File: src/rtl/lpm_pkg.sv
// ----------------------------------------------------------------------------
// lpm_pkg: shared types and constants of the prefix-match route table
// Table geometry, status codes, the lookup token that walks the cell chain
// and the route entry that each cell stores.
// ----------------------------------------------------------------------------
package lpm_pkg;

  // Table geometry.
  localparam int TABLE_DEPTH = 32;
  localparam int PORT_COUNT  = 16;

  // Field widths fixed by the item format.
  localparam int ADDR_W   = 32;
  localparam int LEN_W    = 6;
  localparam int PORT_W   = 4;
  localparam int TTL_W    = 8;
  localparam int STATUS_W = 3;

  // Counter and index widths derived from the table depth.
  localparam int CNT_W = $clog2(TABLE_DEPTH + 1);
  localparam int IDX_W = (TABLE_DEPTH > 1) ? $clog2(TABLE_DEPTH) : 1;

  // Longest prefix a route can carry.
  localparam logic [LEN_W-1:0] MAX_LEN = LEN_W'(ADDR_W);

  // Item kinds carried on the input tuser.
  typedef enum logic {
    CMD_ADD   = 1'b0,
    CMD_ROUTE = 1'b1
  } lpm_cmd_e;

  // Result codes carried on the output tuser.
  typedef enum logic [STATUS_W-1:0] {
    ST_FORWARDED   = 3'd0,
    ST_TTL_EXPIRED = 3'd1,
    ST_NO_ROUTE    = 3'd2,
    ST_ADDED       = 3'd3,
    ST_FULL        = 3'd4
  } lpm_status_e;

  // One stored route.
  typedef struct packed {
    logic [ADDR_W-1:0] prefix;
    logic [LEN_W-1:0]  len;
    logic [ADDR_W-1:0] hop;
    logic              direct;
    logic [PORT_W-1:0] port;
  } lpm_entry_t;

  // Work item that travels down the chain, one cell per cycle while the chain advances.
  typedef struct packed {
    logic              valid;
    logic              is_route;
    logic              add_ok;
    logic [ADDR_W-1:0] dest;
    logic [TTL_W-1:0]  ttl;
    logic [CNT_W-1:0]  remain;
    logic              found;
    logic [LEN_W-1:0]  best_len;
    logic [PORT_W-1:0] best_port;
    logic [ADDR_W-1:0] best_hop;
  } lpm_token_t;

  // Mask of the high-order len bits; len runs from 0 to 32.
  function automatic logic [ADDR_W-1:0] prefix_mask(input logic [LEN_W-1:0] len);
    logic [ADDR_W-1:0] ones;
    ones = '1;
    return ~(ones >> len);
  endfunction

endpackage

File: src/rtl/lpm_cell.sv
// ----------------------------------------------------------------------------
// lpm_cell: one route slot of the compare chain
// Holds one route and checks the passing token against it. A better match
// replaces the token's best route; the token moves on to the next cell.
// ----------------------------------------------------------------------------
module lpm_cell (
  input  logic               clk_i,
  input  logic               rst_ni,
  input  logic               advance_i,
  input  logic               wr_en_i,
  input  lpm_pkg::lpm_entry_t wr_entry_i,
  input  lpm_pkg::lpm_token_t tok_i,
  output lpm_pkg::lpm_token_t tok_o
);
  import lpm_pkg::*;

  lpm_entry_t entry_q;
  lpm_token_t tok_d;
  lpm_token_t tok_q;
  logic       live;
  logic       hit;
  logic       better;

  // Route storage, written once when its add command is accepted.
  always_ff @(posedge clk_i) begin
    if (wr_en_i) begin
      entry_q <= wr_entry_i;
    end
  end

  // The slot counts only while the token's route count has not run out here.
  assign live   = (tok_i.remain != '0);
  assign hit    = ((entry_q.prefix ^ tok_i.dest) & prefix_mask(entry_q.len)) == '0;
  assign better = tok_i.is_route && live && hit &&
                  (!tok_i.found || (entry_q.len > tok_i.best_len));

  // Update the best route seen so far.
  always_comb begin
    tok_d        = tok_i;
    tok_d.remain = live ? (tok_i.remain - CNT_W'(1)) : '0;
    if (better) begin
      tok_d.found     = 1'b1;
      tok_d.best_len  = entry_q.len;
      tok_d.best_port = entry_q.port;
      tok_d.best_hop  = entry_q.direct ? tok_i.dest : entry_q.hop;
    end
  end

  // Token register, cleared at reset.
  always_ff @(posedge clk_i or negedge rst_ni) begin
    if (!rst_ni) begin
      tok_q <= '0;
    end else if (advance_i) begin
      tok_q <= tok_d;
    end
  end

  assign tok_o = tok_q;

endmodule

File: config.mk
export PLATFORM = sky130hd
export DESIGN_NAME = lpm_cell
export DESIGN_NICKNAME = d
export VERILOG_FILES = /design/src/rtl/lpm_pkg.sv /design/src/rtl/lpm_cell.sv
export SDC_FILE = /design/constraint.sdc
export NUM_CORES = 1
export LEC_CHECK = 0
export BUFFER_PORTS_ARGS = -buffer_cell sky130_fd_sc_hd__buf_2
export CAP_MARGIN = 10
export CORE_MARGIN = 2
export CORE_UTILIZATION = 51
export DETAILED_ROUTE_END_ITERATION = 8
export HOLD_SLACK_MARGIN = 0.05
export MAX_ROUTING_LAYER = met4
export PLACE_DENSITY_LB_ADDON = 0.12
export SLEW_MARGIN = 10
export SYNTH_ARGS = -nofsm -noshare
export SYNTH_HDL_FRONTEND = slang
export SYNTH_SLANG_ARGS = --single-unit
File: constraint.sdc
create_clock -name clk_i -period 2.9 [get_ports clk_i]
set_clock_uncertainty 0.2 [all_clocks]
set_input_delay 0.435 -clock clk_i [delete_from_list [all_inputs] [get_ports clk_i]]
set_output_delay 0.435 -clock clk_i [all_outputs]
set_load 0.03 [all_outputs]
* Word level (Yosys, flattened, before mapping)
Cells that the tools add are included.
** Word-level totals
- Bits in registers :: 167
- Input port bits :: 171
- Output and inout bits :: 92
- Logic and storage cells :: 31
** Operators by class
- $add $sub $neg :: 1
- $lt $le $gt $ge :: 1
- Shifts and indexed selects :: 1
- Mux-type cells :: 3
- Bitwise operators :: 3
- Reductions and logical operators :: 7
** Operator list (number)
- two-way mux 43 bit :: 1
- bitwise AND 32 bit :: 1
- logical NOT 32 bit :: 1
- two-way mux 32 bit :: 1
- NOT 32 bit :: 1
- right shift 32 x 6 -> 32 bit, first input constant :: 1
- bitwise XOR 32 bit :: 1
- greater-than comparator 6 bit :: 1
- two-way mux 6 bit :: 1
- nonzero test 6 bit :: 1
- subtractor 6 x 1 -> 6 bit, second input constant :: 1
- logical AND 1 bit :: 3
- logical NOT 1 bit :: 1
- logical OR 1 bit :: 1

* Longest topological paths before layout
- Depth in word-level cells :: 7
- Depth in mapped cells :: 11
- Gate-level depth less buffers :: 9

* Worst setup path after synthesis
OpenSTA, ideal clock, no wires.
- Path kind :: register to register
- Start :: register entry_q[40] in the netlist's numbering
- End :: register tok_q (netlist bit tok_o[14])
- Library setup time :: 83 ps
- Arrival time :: 2352 ps
- Required time :: 2617 ps
- Path slack :: 266 ps
- Cell stages (with the launch flop) :: 10
- Path buffers :: 2
- Clock period less this slack :: 2634 ps
- Cells stage by stage :: edfxtp_1 ha_1 a21o_1 a21o_1 a221oi_1 o21a_1 buf_2 clkbuf_1 o41ai_2 o22ai_1
** On the way
- Word-level cells in the longest chain between the ends :: 7
- Elaborated cells between the ends (all ways) :: 9
- Classes of those cells :: order compare: 1; shift: 1; mux: 1; bitwise: 2; reduce/logical: 4
** Ends and longest elaborated chain
- from (decl) :: RTL line lpm_cell.sv:17 : lpm_entry_t entry_q;
- from (signal assigned) :: RTL line lpm_cell.sv:27 : entry_q <= wr_entry_i;
- right shift 32 x 6 -> 32 bit :: RTL line lpm_pkg.sv:68 : return ~(ones >> len);
- NOT 32 bit :: RTL line lpm_pkg.sv:68
- bitwise AND 32 bit :: RTL line lpm_cell.sv:33 : assign hit = ((entry_q.prefix ^ tok_i.dest) & prefix_mask(entry_q.len)) == '0;
- logical NOT 32 bit :: RTL line lpm_cell.sv:33
- logical AND 1 bit :: RTL line lpm_cell.sv:34 : assign better = tok_i.is_route && live && hit &&
- logical AND 1 bit * :: RTL line lpm_cell.sv:34
- two-way mux 43 bit * :: RTL line lpm_cell.sv:41 : if (better) begin
- to (signal assigned) :: RTL line lpm_cell.sv:54 : tok_q <= tok_d;
- to (decl) :: RTL line lpm_cell.sv:19 : lpm_token_t tok_q;
Mark *: on every way between the ends. The rest lies on a longest branch, timed or not.
A chain may end at the register's enable or synchronous reset.

* Final worst setup path
- Start :: register entry_q[42] in the netlist's numbering
- End :: register tok_q (netlist bit tok_o[4])
The elaborated chain is that of the path after synthesis.

==> reports/qor.yml <==
synth.top_cell.area_share: 0.2909
grt_max_degree: 139
syn_avg_cell_area_um2: 12.77
coreArea_mm2: 0.01520
place.gp.congestion: 0.9071
htree_levels: 4
syn_nets: 798
yosysUniqueCellTypes: 50
crit_family: "compound AO/OA/AOI/OAI gates"
yosysWarnings: 0
ant_nets: 0
layout_min_cycle_time_ps: 2783
vias_per_cell: 5.813
p_comb_frac: 0.208
finalCritPeriodShare: 0.9598
yosys.area.top_type: "dfrtp_1"
status: "finished, final reports clean"
critPathMaxStageDelay_ps: 430
ys_top_cells_by_area: "dfrtp_1 (29%), edfxtp_1 (28%), mux2_2 (11%), o41ai_2 (4.1%), a31oi_1 (3.1%)"
path_max_fanout: 16
io_pins: 263
slew_viol_final: 0
crit_buf_inv: 3
synth-edff-count: 75
seqPwrFrac: 0.427
synth.cell_area_mm2: 0.007915
use_met2: 0.4790
use_met1: 0.3683
drc: 0
antennaDiodeCount: 0
worstPathArrival_ps: 2870
p_clk_frac: 0.365
p_int_w: 0.004712
worst-setup-path-type: "reg -> reg"
hp-start: "tok_i[33]"
cts_buffers: 17
dp_slack_ps: -150.1
dp_hpwl_um: 15290
min_to: "tok_o[33]$_DFFE_PN0P_"
yosysMostFrequentCell: "dfrtp_1"
root_buffer: "clkbuf_16"
reg2reg_to: "tok_o[4]$_DFFE_PN0P_"
drive_gt1_frac: 0.4447
crit_chain: "buf_4, nor2_4, nor2_1, a2bb2oi_1, a2111oi_2, nand4b_1, buf_4, buf_8, o41ai_1, o22ai_1"
worstHoldPathCells: 3
synth_cells: 620
grt_pass1_wl_um: 36110
grtUsageMet3: 0.07526
cp-end-kind: "flop"
area_delta_synth_final_pct: 41.45
cts_buffer_depth: 2
ys_seq_area_frac: 0.5754
p_per_area_mw_per_mm2: 586.4
rsz0062_at_grt: "true"
hold_class: "in -> reg"
netlist_top_cells_count: "dfrtp_1 (92), mux2_2 (77), edfxtp_1 (75)"
die_area_mm2: 0.01653
leakagePower_nw: 4.848
hold_viol_final: 0
tritoncts: "built"
cts.sinks: 167
port-buffer-count: 262
grt_overflow: 0
sw_frac_of_total: 0.2822
yosys_register_bits: 167
insertion_delay_ps: 430
first_pass_iters: 5
grt_pass1_vias: 6884
final_nets: 1141
synth_ff_type: "dfrtp_1"
vdd_drop_max_mv: 0.5501
die_y_um: 128.6
grt_busiest_layer: "met2"
ff2ff_path_depth: 10
switching_power_w: 0.001853
drt_wl_total_um: 24210
maxSlewHeadroom: 0.4500
reg2reg_slack_ps: 120
async_flop_share: 0.5509
rows: 45
total_power_w: 0.006565
fmax_mhz: 359.3
required_ps: 2980
cap_violations: 0
final.setup.worst_slack_ps: 116.6
vias: 6766
worst_setup_path_start_kind: "flop"
cpMostUsedCell: "buf_4"
setup_violations: 0
initial_core_util: 0.5207
fp.dieW_um: 128.6
drtIter0Drc: 568
grt_use_total: 0.2969
clk_pin_slew_ps: 70
drt-wirelength-per-cell_um: 20.80
cpMaxStageDelayCell: "edfxtp_1"
r2r_start: "entry_q[42]$_DFFE_PP_"
tightest_slew_ps: 821.9
antenna_found_initial: 0
nFillCells: 1048
-- cells by family after synthesis --
| logic type | share of synthesized area |
|---|---|
| AOI/OAI and AO/OA | 0.1747 |
| muxes | 0.1095 |
| xor gates and xnor gates | 0.03873 |
| and+or+nand+nor | 0.03699 |
| buffers and inverters | 0.05359 |
| adders and majority gates | 0.01106 |
| DFF | 0.5754 |
-- power by group through the flow --
stage	combinational, W	sequential [W]	clock [W]
after floorplan	0.000476	0.00308	0
after global placement	0.00119	0.00283	0
after detailed placement	0.00121	0.00284	0
after CTS	0.00133	0.00280	0.00242
after global routing	0.00146	0.00282	0.00252
final	0.00137	0.00280	0.00240
-- layout make-up --
class	count	area (µm²)	share of cell area
sequential	167	4554	0.4068
multi-input combinational	356	3058	0.2731
timing repair buffer	375	2551	0.2279
clock buffer	21	450.4	0.04023
tap	188	235.2	0.02101
clock inverter	11	173.9	0.01553
inverter	46	172.7	0.01542
-- metal layers --
metal | routed length [µm] | share of wire | up-vias
met2 | 12190 | 0.50 | 343
li1 | - | - | 3039
met3 | 1815 | 0.075 | 41
met4 | 500 | 0.021 | 0
met1 | 9705 | 0.40 | 3343
met5 | 0 | 0 | -
-- stage by stage --
| stage | cell area [µm²] | instances | hold WS, ps | utilization | TNS, ps |
|---|---|---|---|---|---|
| finish | 11200 | 1164 | 67.76 | 0.7365 | 0 |
| detailed placement | 9523 | 1039 | 291.0 | 0.6264 | -3384 |
| floorplan | 7915 | 620 | -60.59 | - | 0 |
| global route | 11200 | 1164 | 57.63 | 0.7365 | -16.43 |
| global placement | 9523 | 1039 | 283.5 | 0.6264 | -350.9 |
| CTS | 11040 | 1159 | 51.80 | 0.7263 | 0 |
-- sequential cells by signal, indices dropped and copies added, names as in the netlist --
register and flops:
entry_q 75, tok_o 92
-- worst register-to-register path, delay by kind of cell, from the launching register on --
kind            cells  cell delay (ps)
simple gates        3              410
compound gates      4             1030
flops               1              430
buf+inv             3              580
-- worst max path at each step --
stage	start	end	slack, ps	cells after the start
after floorplan	entry_q[40]$_DFFE_PP_	tok_o[14]$_DFFE_PN0P_	270	9
after global placement	tok_i[43]	tok_o[39]$_DFFE_PN0P_	-70	11
after detailed placement	tok_i[43]	tok_o[21]$_DFFE_PN0P_	-150	11
after CTS	entry_q[40]$_DFFE_PP_	tok_o[10]$_DFFE_PN0P_	8	7
after global routing	entry_q[39]$_DFFE_PP_	tok_o[6]$_DFFE_PN0P_	-10	10
final	entry_q[42]$_DFFE_PP_	tok_o[4]$_DFFE_PN0P_	120	10
-- timing repair --
item | in CTS | in global routing
hold buffers | 87 | 0
resized for setup | 2 | 17
hold endpoints to repair | 135 | 0
gates cloned | 1 | 2
pin swaps | 1 | 3
setup endpoints to repair | 5 | 42
setup buffers | 0 | 3
-- layout by cell type, fill, tap and decap left out, types with 18 or more instances in the layout --
master         synthesis  final
o41ai_2               20     25
xnor2_1               20     19
edfxtp_1              75     75
clkbuf_16              0     18
o22ai_1               34     34
a21oi_1               22     22
a31oi_1               39     39
dfrtp_1               92     92
inv_1                 45     45
nor2_1                21     21
mux2_2                77     77
buf_2                 15    259
dlygate4sd3_1          0     87
Power figures use the tool's default switching activity.
